File: config.mk
export PLATFORM = sky130hd
export DESIGN_NAME = pcm_requantizer_noise_shaped
export DESIGN_NICKNAME = d
export VERILOG_FILES = /design/src/design/pcmrq_pkg.sv /design/src/design/pcm_requantizer_noise_shaped.sv /design/src/design/pcmrq_quant.sv
export SDC_FILE = /design/constraint.sdc
export NUM_CORES = 2
export LEC_CHECK = 0
export ABC_AREA = 1
export ABC_CLOCK_PERIOD_IN_PS = 13200
export BUFFER_PORTS_ARGS = -buffer_cell sky130_fd_sc_hd__buf_2
export CORE_ASPECT_RATIO = 1.5
export CORE_MARGIN = 2
export CORE_UTILIZATION = 65
export DETAILED_ROUTE_END_ITERATION = 8
export HOLD_SLACK_MARGIN = 0.03
export PLACE_DENSITY_LB_ADDON = 0.1
export SYNTH_ARGS = -nofsm -noshare
export SYNTH_HDL_FRONTEND = slang
export SYNTH_HIERARCHICAL = 1
export SYNTH_SLANG_ARGS = --single-unit
File: constraint.sdc
create_clock -name i_clk -period 13.2 [get_ports i_clk]
set_clock_uncertainty 0.15 [all_clocks]
set_input_delay 1.32 -clock i_clk [delete_from_list [all_inputs] [get_ports i_clk]]
set_output_delay 1.32 -clock i_clk [all_outputs]
set_load 0.005 [all_outputs]
File: src/design/pcmrq_pkg.sv
// pcmrq_pkg: shared types, codes and constants for the noise-shaped pcm requantizer
// used by pcmrq_quant and pcm_requantizer_noise_shaped; no dependencies
package pcmrq_pkg;

    localparam int GUARD_WIDTH = 3;
    localparam int SAMPLE_W    = 32;
    localparam int CODE_W      = 16;
    localparam int TAP_W       = 8;
    localparam int TAPS        = 4;
    localparam int FMT_W       = 3;
    localparam int REG_IDX_W   = 3;

    // arithmetic shift for the 8-bit and the 16-bit paths
    localparam int SHIFT8  = 32 - 8 - GUARD_WIDTH;
    localparam int SHIFT16 = 32 - 16 - GUARD_WIDTH;

    // output format codes
    localparam logic [FMT_W-1:0] FMT_S8       = 3'd0;
    localparam logic [FMT_W-1:0] FMT_U8       = 3'd1;
    localparam logic [FMT_W-1:0] FMT_S16      = 3'd2;
    localparam logic [FMT_W-1:0] FMT_U16      = 3'd3;
    localparam logic [FMT_W-1:0] FMT_S16_SWAP = 3'd4;
    localparam logic [FMT_W-1:0] FMT_U16_SWAP = 3'd5;

    // register indexes
    localparam logic [REG_IDX_W-1:0] REG_FORMAT  = 3'd0;
    localparam logic [REG_IDX_W-1:0] REG_SHAPING = 3'd1;
    localparam logic [REG_IDX_W-1:0] REG_MONO    = 3'd2;
    localparam logic [REG_IDX_W-1:0] REG_TAP_A   = 3'd3;
    localparam logic [REG_IDX_W-1:0] REG_TAP_B   = 3'd4;
    localparam logic [REG_IDX_W-1:0] REG_TAP_C   = 3'd5;
    localparam logic [REG_IDX_W-1:0] REG_TAP_D   = 3'd6;

    localparam logic signed [SAMPLE_W-1:0] SAT8_MAX  = 32'sd127;
    localparam logic signed [SAMPLE_W-1:0] SAT8_MIN  = -32'sd128;
    localparam logic signed [SAMPLE_W-1:0] SAT16_MAX = 32'sd32767;
    localparam logic signed [SAMPLE_W-1:0] SAT16_MIN = -32'sd32768;
    localparam logic [7:0]  OFFSET8  = 8'h80;
    localparam logic [15:0] OFFSET16 = 16'h8000;

    typedef logic [TAPS-1:0][SAMPLE_W-1:0] t_hist;

    typedef struct packed {
        logic [FMT_W-1:0]                     fmt;
        logic                                 shaping;
        logic                                 mono;
        logic [TAPS-1:0][TAP_W-1:0]           taps;   // index 0 is the newest error
    } t_cfg;

endpackage

File: src/design/pcm_requantizer_noise_shaped.sv
// pcm_requantizer_noise_shaped: top level with register file, pipeline and error histories
// depends on pcmrq_pkg and pcmrq_quant
//
// Takes one signed 32-bit mixing sample per request and returns one 8-bit or 16-bit code.
// One request is accepted every clock cycle while the output is not stalled; a result appears
// on the outputs when the result register loads from the input register. The error feedback
// loop, four 8x32 multiplies, their sum, the shift, clip and error subtract, is combinational
// from the input register to the history registers, which sets the clock rate. Left and right
// histories alternate in stereo mode and return to left after a block end. The user must write
// the registers through the configuration port only while no request is in flight; the block
// itself does not enforce this. o_cfg_ready is always high.
module pcm_requantizer_noise_shaped (
    input  logic                                 i_clk,
    input  logic                                 i_rst_n,
    input  logic                                 i_in_valid,
    output logic                                 o_in_stall,
    input  logic signed [pcmrq_pkg::SAMPLE_W-1:0] i_sample_in,
    input  logic                                 i_block_end,
    output logic                                 o_out_valid,
    input  logic                                 i_out_stall,
    output logic [pcmrq_pkg::CODE_W-1:0]         o_code_out,
    output logic                                 o_last_out,
    input  logic                                 i_cfg_valid,
    output logic                                 o_cfg_ready,
    input  logic [pcmrq_pkg::REG_IDX_W-1:0]      i_cfg_index,
    input  logic [pcmrq_pkg::TAP_W-1:0]          i_cfg_data
);

    pcmrq_pkg::t_cfg                 r_cfg;
    pcmrq_pkg::t_hist                r_hist_l;
    pcmrq_pkg::t_hist                r_hist_r;
    logic                            r_phase;
    logic                            r_s1_valid;
    logic [pcmrq_pkg::SAMPLE_W-1:0]  r_s1_sample;
    logic                            r_s1_last;
    logic                            r_out_valid;
    logic [pcmrq_pkg::CODE_W-1:0]    r_code;
    logic                            r_last;

    logic                            in_acc;
    logic                            advance;
    logic                            use_left;
    logic                            n_phase;
    pcmrq_pkg::t_hist                hist_sel;
    pcmrq_pkg::t_hist                n_hist;
    logic [pcmrq_pkg::CODE_W-1:0]    q_code;
    logic                            q_shaped;
    logic [pcmrq_pkg::SAMPLE_W-1:0]  q_err;

    assign o_cfg_ready = 1'b1;
    assign advance     = r_s1_valid && (!r_out_valid || !i_out_stall);
    assign o_in_stall  = r_s1_valid && !advance;
    assign in_acc      = i_in_valid && !o_in_stall;

    assign use_left = r_cfg.mono || !r_phase;
    assign hist_sel = use_left ? r_hist_l : r_hist_r;
    assign n_hist   = {hist_sel[2], hist_sel[1], hist_sel[0], q_err};
    assign n_phase  = (r_cfg.mono || r_s1_last) ? 1'b0 : !r_phase;

    pcmrq_quant u_quant (
        .i_cfg    (r_cfg),
        .i_sample (r_s1_sample),
        .i_hist   (hist_sel),
        .o_code   (q_code),
        .o_shaped (q_shaped),
        .o_err    (q_err)
    );

    // configuration registers
    always_ff @(posedge i_clk) begin
        if (!i_rst_n) begin
            r_cfg.fmt     <= pcmrq_pkg::FMT_S16;
            r_cfg.shaping <= 1'b0;
            r_cfg.mono    <= 1'b0;
            r_cfg.taps    <= '0;
        end else if (i_cfg_valid) begin
            case (i_cfg_index)
                pcmrq_pkg::REG_FORMAT: begin
                    if (i_cfg_data[pcmrq_pkg::FMT_W-1:0] <= pcmrq_pkg::FMT_U16_SWAP) begin
                        r_cfg.fmt <= i_cfg_data[pcmrq_pkg::FMT_W-1:0];
                    end
                end
                pcmrq_pkg::REG_SHAPING: r_cfg.shaping <= i_cfg_data[0];
                pcmrq_pkg::REG_MONO:    r_cfg.mono    <= i_cfg_data[0];
                pcmrq_pkg::REG_TAP_A:   r_cfg.taps[0] <= i_cfg_data;
                pcmrq_pkg::REG_TAP_B:   r_cfg.taps[1] <= i_cfg_data;
                pcmrq_pkg::REG_TAP_C:   r_cfg.taps[2] <= i_cfg_data;
                pcmrq_pkg::REG_TAP_D:   r_cfg.taps[3] <= i_cfg_data;
                default: ;
            endcase
        end
    end

    // pipeline control, phase and histories
    always_ff @(posedge i_clk) begin
        if (!i_rst_n) begin
            r_s1_valid  <= 1'b0;
            r_out_valid <= 1'b0;
            r_phase     <= 1'b0;
            r_hist_l    <= '0;
            r_hist_r    <= '0;
        end else begin
            if (in_acc) begin
                r_s1_valid <= 1'b1;
            end else if (advance) begin
                r_s1_valid <= 1'b0;
            end
            if (advance) begin
                r_out_valid <= 1'b1;
            end else if (!i_out_stall) begin
                r_out_valid <= 1'b0;
            end
            if (advance) begin
                r_phase <= n_phase;
                if (q_shaped) begin
                    if (use_left) begin
                        r_hist_l <= n_hist;
                    end else begin
                        r_hist_r <= n_hist;
                    end
                end
            end
        end
    end

    // payload registers
    always_ff @(posedge i_clk) begin
        if (in_acc) begin
            r_s1_sample <= i_sample_in;
            r_s1_last   <= i_block_end;
        end
        if (advance) begin
            r_code <= q_code;
            r_last <= r_s1_last;
        end
    end

    assign o_out_valid = r_out_valid;
    assign o_code_out  = r_code;
    assign o_last_out  = r_last;

    a_block_end_left: assert property (@(posedge i_clk) disable iff (!i_rst_n)
        advance && r_s1_last |=> !r_phase)
        else $error("channel phase not back to left after block end");

    a_hist_hold: assert property (@(posedge i_clk) disable iff (!i_rst_n)
        !(advance && q_shaped) |=> $stable(r_hist_l) && $stable(r_hist_r))
        else $error("history changed without a shaped sample");

    a_stall_cause: assert property (@(posedge i_clk) disable iff (!i_rst_n)
        o_in_stall |-> r_s1_valid && r_out_valid && i_out_stall)
        else $error("input stalled without a blocked result");

    a_byte_code: assert property (@(posedge i_clk) disable iff (!i_rst_n)
        advance && q_shaped |-> q_code[15:8] == 8'h00)
        else $error("8-bit code with nonzero high byte");

endmodule

File: src/design/pcmrq_quant.sv
// pcmrq_quant: combinational requantizer with 4-tap error feedback
// depends on pcmrq_pkg
module pcmrq_quant (
    input  pcmrq_pkg::t_cfg                       i_cfg,
    input  logic [pcmrq_pkg::SAMPLE_W-1:0]        i_sample,
    input  pcmrq_pkg::t_hist                      i_hist,
    output logic [pcmrq_pkg::CODE_W-1:0]          o_code,
    output logic                                  o_shaped,
    output logic [pcmrq_pkg::SAMPLE_W-1:0]        o_err
);

    logic                                  fmt8;
    logic signed [pcmrq_pkg::SAMPLE_W-1:0] prod [pcmrq_pkg::TAPS];
    logic [pcmrq_pkg::SAMPLE_W-1:0]        fb_sum;
    logic signed [pcmrq_pkg::SAMPLE_W-1:0] acc;
    logic signed [pcmrq_pkg::SAMPLE_W-1:0] sh8;
    logic signed [pcmrq_pkg::SAMPLE_W-1:0] sh16;
    logic signed [pcmrq_pkg::SAMPLE_W-1:0] sat8;
    logic signed [pcmrq_pkg::SAMPLE_W-1:0] sat16;
    logic [7:0]                            c8;
    logic [15:0]                           c16;

    assign fmt8     = (i_cfg.fmt == pcmrq_pkg::FMT_S8) || (i_cfg.fmt == pcmrq_pkg::FMT_U8);
    assign o_shaped = fmt8 && i_cfg.shaping;

    // products wrap to 32 bits
    always_comb begin
        for (int k = 0; k < pcmrq_pkg::TAPS; k++) begin
            prod[k] = pcmrq_pkg::SAMPLE_W'(
                pcmrq_pkg::SAMPLE_W'($signed(i_cfg.taps[k])) * $signed(i_hist[k]));
        end
    end

    assign fb_sum = prod[0] + prod[1] + prod[2] + prod[3];
    assign acc    = $signed(i_sample + (o_shaped ? fb_sum : '0));
    assign sh8    = acc >>> pcmrq_pkg::SHIFT8;
    assign sh16   = $signed(i_sample) >>> pcmrq_pkg::SHIFT16;

    always_comb begin
        if (sh8 > pcmrq_pkg::SAT8_MAX) begin
            sat8 = pcmrq_pkg::SAT8_MAX;
        end else if (sh8 < pcmrq_pkg::SAT8_MIN) begin
            sat8 = pcmrq_pkg::SAT8_MIN;
        end else begin
            sat8 = sh8;
        end
        if (sh16 > pcmrq_pkg::SAT16_MAX) begin
            sat16 = pcmrq_pkg::SAT16_MAX;
        end else if (sh16 < pcmrq_pkg::SAT16_MIN) begin
            sat16 = pcmrq_pkg::SAT16_MIN;
        end else begin
            sat16 = sh16;
        end
    end

    // error against the saturated code scaled back up
    assign o_err = acc - (sat8 <<< pcmrq_pkg::SHIFT8);
    assign c8    = sat8[7:0];
    assign c16   = sat16[15:0];

    always_comb begin
        case (i_cfg.fmt)
            pcmrq_pkg::FMT_S8:       o_code = {8'h00, c8};
            pcmrq_pkg::FMT_U8:       o_code = {8'h00, c8 ^ pcmrq_pkg::OFFSET8};
            pcmrq_pkg::FMT_S16:      o_code = c16;
            pcmrq_pkg::FMT_U16:      o_code = c16 ^ pcmrq_pkg::OFFSET16;
            pcmrq_pkg::FMT_S16_SWAP: o_code = {c16[7:0], c16[15:8]};
            pcmrq_pkg::FMT_U16_SWAP: o_code = {c16[7:0], c16[15:8] ^ pcmrq_pkg::OFFSET16[15:8]};
            default:                 o_code = c16;
        endcase
    end

endmodule
==> After elaboration in Yosys (flattened, before gate mapping) <==
Index checks and enable logic that the tools add are counted.
{ "totals": {"wordCells": 87, "ff_bits": 346, "out_inout_bits": 20} }
{ "op_classes": {"magnitude_cmp": 5, "n_mul": 4, "addsub": 5, "bitwise": 3, "reduce_logical": 25, "eq_ne": 11, "mux": 12} }
{ "ops": {"columns": ["operator", "n"], "rows": [
  ["$add 32x32->32", 4],
  ["$mul 8x32->32", 4],
  ["$mux 128", 1],
  ["$pmux 16 s5", 1],
  ["$mux 16", 2],
  ["$mux 32", 1],
  ["$sub 32x32->32", 1],
  ["$mux 11", 2],
  ["$gt 19x16->1 const B", 1],
  ["$lt 19x16->1 const B", 1],
  ["$eq 3x3->1 const B", 5],
  ["$reduce_and 2->1", 6],
  ["$gt 11x8->1 const B", 1],
  ["$lt 11x8->1 const B", 1],
  ["$eq 3x2->1 const B", 3],
  ["$reduce_and 3->1", 3],
  ["$eq 3x1->1 const B", 2],
  ["$logic_not 3->1", 2],
  ["$logic_not 1->1", 5],
  ["$mux 1", 5],
  ["$logic_and 1x1->1", 4],
  ["$logic_or 1x1->1", 4],
  ["$le 3x3->1 const B", 1],
  ["$not 1->1", 3],
  ["other kinds (2)", 2]
]} }

==> Depth between registers and ports, before layout <==
{ "depth": {"ltp_word": 14, "ltp_mapped": 77, "depth_no_buf": 74} }

==> Modules after synthesis <==
Netlist, hierarchy kept.
{ "modules_own_cells": {"columns": ["mod", "cells_each", "n_inst", "area_per_inst_um2"], "rows": [
  ["pcmrq_quant", 4113, 1, 31138.6],
  ["pcm_requantizer_noise_shaped", 2293, 1, 15342.2]
]} }

==> Worst setup path after synthesis <==
Ideal clock, no wire load.
{ "synth_path": {"path_type": "reg2reg", "start": "register r_phase", "end": "register r_hist_r[31] in the netlist's numbering", "synth_period_minus_slack_ps": 11544, "path_stages_with_launch": 71, "setup_time_ps": 113, "required_ps": 12937, "t_arrival_ps": 11281, "path_buffers": 4, "setup_slack_ps": 1656, "path_cell_list": "dfxtp_1 > buf_4 > nand2_2 > buf_2 > buf_2 > mux2_2 > clkbuf_1 > nand2_1 > fa_1 > inv_1 > fa_1 > inv_1 > fa_1 > inv_1 > fa_1 > fa_1 > inv_1 > fa_1 > [... 35 more ...] > inv_1 > fa_1 > nand3_1 > nand2_1 > nand2_1 > nand2_1 > a21oi_1 > o21ai_0 > a21oi_1 > inv_1 > a21oi_1 > inv_1 > nand2_1 > nand2_1 > inv_1 > nand2_1 > nand2_1 > nor2_1"} }
{ "synth_lines": {"columns": ["item", "line_no", "text"], "rows": [
  ["start, declared", "pcm_requantizer_noise_shaped.sv:32", "logic r_phase;"],
  ["start signal, assigned", "pcm_requantizer_noise_shaped.sv:114", "r_phase <= n_phase;"],
  ["end signal, assigned", "pcm_requantizer_noise_shaped.sv:119", "r_hist_r <= n_hist;"],
  ["end, declared", "pcm_requantizer_noise_shaped.sv:31", "pcmrq_pkg::t_hist r_hist_r;"]
]} }

==> flow_metrics.env <==
export IMPL_num_io_pins=69
export IMPL_clockPowerShare=0.368
export IMPL_htreeDepth=2
export IMPL_cts_buffers=41
export IMPL_hold_viol=0
export IMPL_whs_ps=320
export IMPL_worst_skew_pair_late_latency_ps=610
export IMPL_cts_root_buf="clkbuf_16"
export IMPL_peakVddDrop_mv=0.122
export IMPL_track_usage=0.378
export IMPL_max_stage_delay_ps=580
export IMPL_die_h_um=332
export IMPL_p_switching_mw=1.10
export IMPL_syn_avg_cell_area_um2=7.26
export IMPL_synth_cells=6406
export IMPL_tns_ps=0
export IMPL_critPathKind="reg2reg"
export IMPL_fp_dieW_um=222
export IMPL_grt_max_degree=184
export IMPL_num_rows=120
export IMPL_postRouteAntennaNets=0
export IMPL_r2r_setup_slack_ps=750
export IMPL_syn_nets=7438
export IMPL_crit_path_start_kind="flop"
export IMPL_worstPathArrival_ps=12850
export IMPL_min_path_cells=0
export IMPL_sequentialPowerShare=0.358
export IMPL_crit_path_top_delay_cell="fa_1"
export IMPL_grt_pass1_wl_mm=214
export IMPL_nNetsFinal=7341
export IMPL_synth_common_cells="nand2_1 (1806), inv_1 (1657), fa_1 (796), nor2_1 (674), dfxtp_1 (296)"
export IMPL_power_density_mw_per_mm2=63.1
export IMPL_grt_pass1_vias=39600
export IMPL_wl_per_cell_um=19.0
export IMPL_syn_to_final_growth_pct=5.53
export IMPL_fmax_mhz=80.3
export IMPL_worst_path_most_repeated_cell="nand2_1"
export IMPL_power_leakage_nw=26.9
export IMPL_hp_class="reg2reg"
export IMPL_synthTopCellsByArea="fa_1 (34%), nand2_1 (15%), inv_1 (13%), dfxtp_1 (13%), nor2_1 (5.4%)"
export IMPL_p_comb_frac=0.273
export IMPL_end_kind="flop"
export IMPL_holdPathEnd="o_last_out"
export IMPL_timing_max_cap_violations=0
export IMPL_r2r_start="r_cfg[32]"
export IMPL_p_int_mw=2.00
export IMPL_hold_start="r_s1_last"
export IMPL_post_place_cells=7164
export IMPL_async_flop_share=0
export IMPL_finalSetupViolCount=0
export IMPL_hpwlAfterDp_mm=109
export IMPL_clkSlewWorstSetupHoldPaths_ps=60
export IMPL_timing_rr_end="r_hist_l[30]"
export IMPL_fill_cells=6288
export IMPL_cts_tree="done"
export IMPL_critPathMaxFanout=9
export IMPL_core_mm2=0.0712
export IMPL_layout_cells_non_filler=7255
export IMPL_drcViolationCount=0
export IMPL_vias=38700
export IMPL_status="complete, no violations"
export IMPL_routed_wl_mm=138
export IMPL_ctsHoldBuffers=0
export IMPL_portBuffers=67
export IMPL_finalCritPeriodShare=0.943
export IMPL_die_area_mm2=0.0737
export IMPL_synth_edff_count=50
export IMPL_insertedDiodeCount=0
export IMPL_drive_gt1_frac=0.0628
export IMPL_ys_ff_latch=346
export IMPL_clk_path_buf_depth=3
export IMPL_gp_congestion=1.01
export IMPL_synth_top_area_share=0.343
export IMPL_synth_seq_area_share=0.160
export IMPL_worst_pin_slew_ps=1210
export IMPL_initial_core_util=0.653
export IMPL_yosysTopAreaCell="fa_1"
export IMPL_drtIter0Drc=3182
export IMPL_via_per_inst=5.34
export IMPL_grt_overflow=0
export IMPL_antenna_found_initial=1
export IMPL_firstDrtPassIters=6
export IMPL_switching_share=0.355
export IMPL_layout_min_cycle_time_ps=12450
export IMPL_synth_area_mm2=0.0465
export IMPL_maxSlewViolCount=0
export IMPL_yosysMostFrequentCell="nand2_1"
export IMPL_clkSinkCount=346
export IMPL_synth_cell_types=52
export IMPL_synth_warnings=6
export IMPL_worstPathRequired_ps=13600
export IMPL_synth_ff_type="dfxtp_1"
export IMPL_reg2reg_depth=67
export IMPL_slew_headroom=0.192
layer usage:
metal	track usage	vias to the layer above	wire length, µm
met5	0	-	9
met2	0.650	1722	67000
met3	0.0599	480	10700
met1	0.457	18600	51100
met4	0.202	2	8900
li1	-	17900	-
state kept, by name, summed over array words and instances (netlist names):
name and count:
r_hist_l 128, r_hist_r 128, r_cfg 37, r_s1_sample 32
o_code_out 16, o_last_out 1, o_out_valid 1, r_phase 1
r_s1_last 1, r_s1_valid 1
cells by family after synthesis:
group,count (synthesis),share of synthesized area
compound gates,257,0.0306
other cells,1,0.0000807
mux,32,0.00775
simple gates,2742,0.232
buf+inv,1986,0.165
xor+xnor,59,0.0113
fa+ha+maj,983,0.393
flops,346,0.160
power groups by stage:
| stage | Sequential (mW) | Clock [mW] | Combinational (mW) |
|---|---|---|---|
| 2_1_floorplan | 1.11 | 0 | 0.529 |
| 5_1_grt | 1.11 | 1.19 | 0.923 |
| 3_3_place_gp | 1.13 | 0 | 0.795 |
| 4_1_cts | 1.11 | 1.16 | 0.813 |
| 6_report | 1.11 | 1.14 | 0.847 |
| 3_5_place_dp | 1.13 | 0 | 0.798 |
area by class of cell:
class                      instances  area (µm²)  share of cell area
sequential                       346        7430               0.152
clock buffer                      60        1180              0.0241
inverter                        1658        6250               0.127
clock inverter                    14         135             0.00275
multi-input combinational       4074       31500               0.642
tap                              915        1140              0.0233
timing repair buffer             188        1420              0.0289
cell usage in the layout (no fill, tap or decap), types with 5 or more instances in the layout:
cell	count
buf_2	66
nand3_1	157
clkinvlp_4	5
nand2_1	1806
fa_1	794
o22ai_1	8
buf_4	109
nor2_1	673
nand3b_1	10
edfxtp_1	50
clkbuf_1	10
nand2_2	7
xnor2_1	24
nand4_1	8
dfxtp_1	292
or2_2	57
xor2_1	34
a21oi_1	100
inv_1	1648
a21oi_2	10
clkinv_2	5
nor3_1	10
clkbuf_8	7
clkbuf_16	45
o21ai_0	95
o21ai_1	7
ha_1	186
o21ai_2	6
mux2_2	28
o21a_1	6
worst max-delay path by stage:
| stage | endpoint | cells past startpoint | slack, ps | start |
|---|---|---|---|---|
| after floorplan | r_hist_r[31] | 70 | 1660 | r_phase |
| after global placement | r_hist_l[31] | 57 | 540 | r_cfg[32] |
| after detailed placement | r_hist_r[31] | 65 | 480 | r_cfg[32] |
| after CTS | r_hist_r[31] | 65 | 430 | r_cfg[32] |
| after global routing | r_hist_l[31] | 67 | -50 | r_cfg[32] |
| final | r_hist_l[30] | 67 | 750 | r_cfg[32] |
critical path: cells and delay by family (launching register included):
family	cells	cell delay [ps]
AND/OR/NAND/NOR	25	2270
buffers and inverters	15	1470
adder cells (fa/ha/maj)	12	5230
XOR/XNOR	2	370
flip-flops	1	340
AO/OA/AOI/OAI	13	2530
through the flow:
step / power [mW] / util / worst slack (ps) / instance area, µm²
floorplan: 1.64 / - / 1660 / 46500
global placement: 1.93 / 0.666 / 535 / 47400
detailed placement: 1.93 / 0.666 / 483 / 47400
CTS: 3.08 / 0.684 / 431 / 48700
global route: 3.22 / 0.689 / -45.8 / 49100
finish: 3.10 / 0.689 / 752 / 49100
what timing repair did:
| action | in CTS | in global routing |
|---|---|---|
| gates resized for setup | 0 | 49 |
| endpoints found under the setup margin | 0 | 10 |
| buffers inserted | 0 | 14 |
Power figures use the tool's default switching activity.
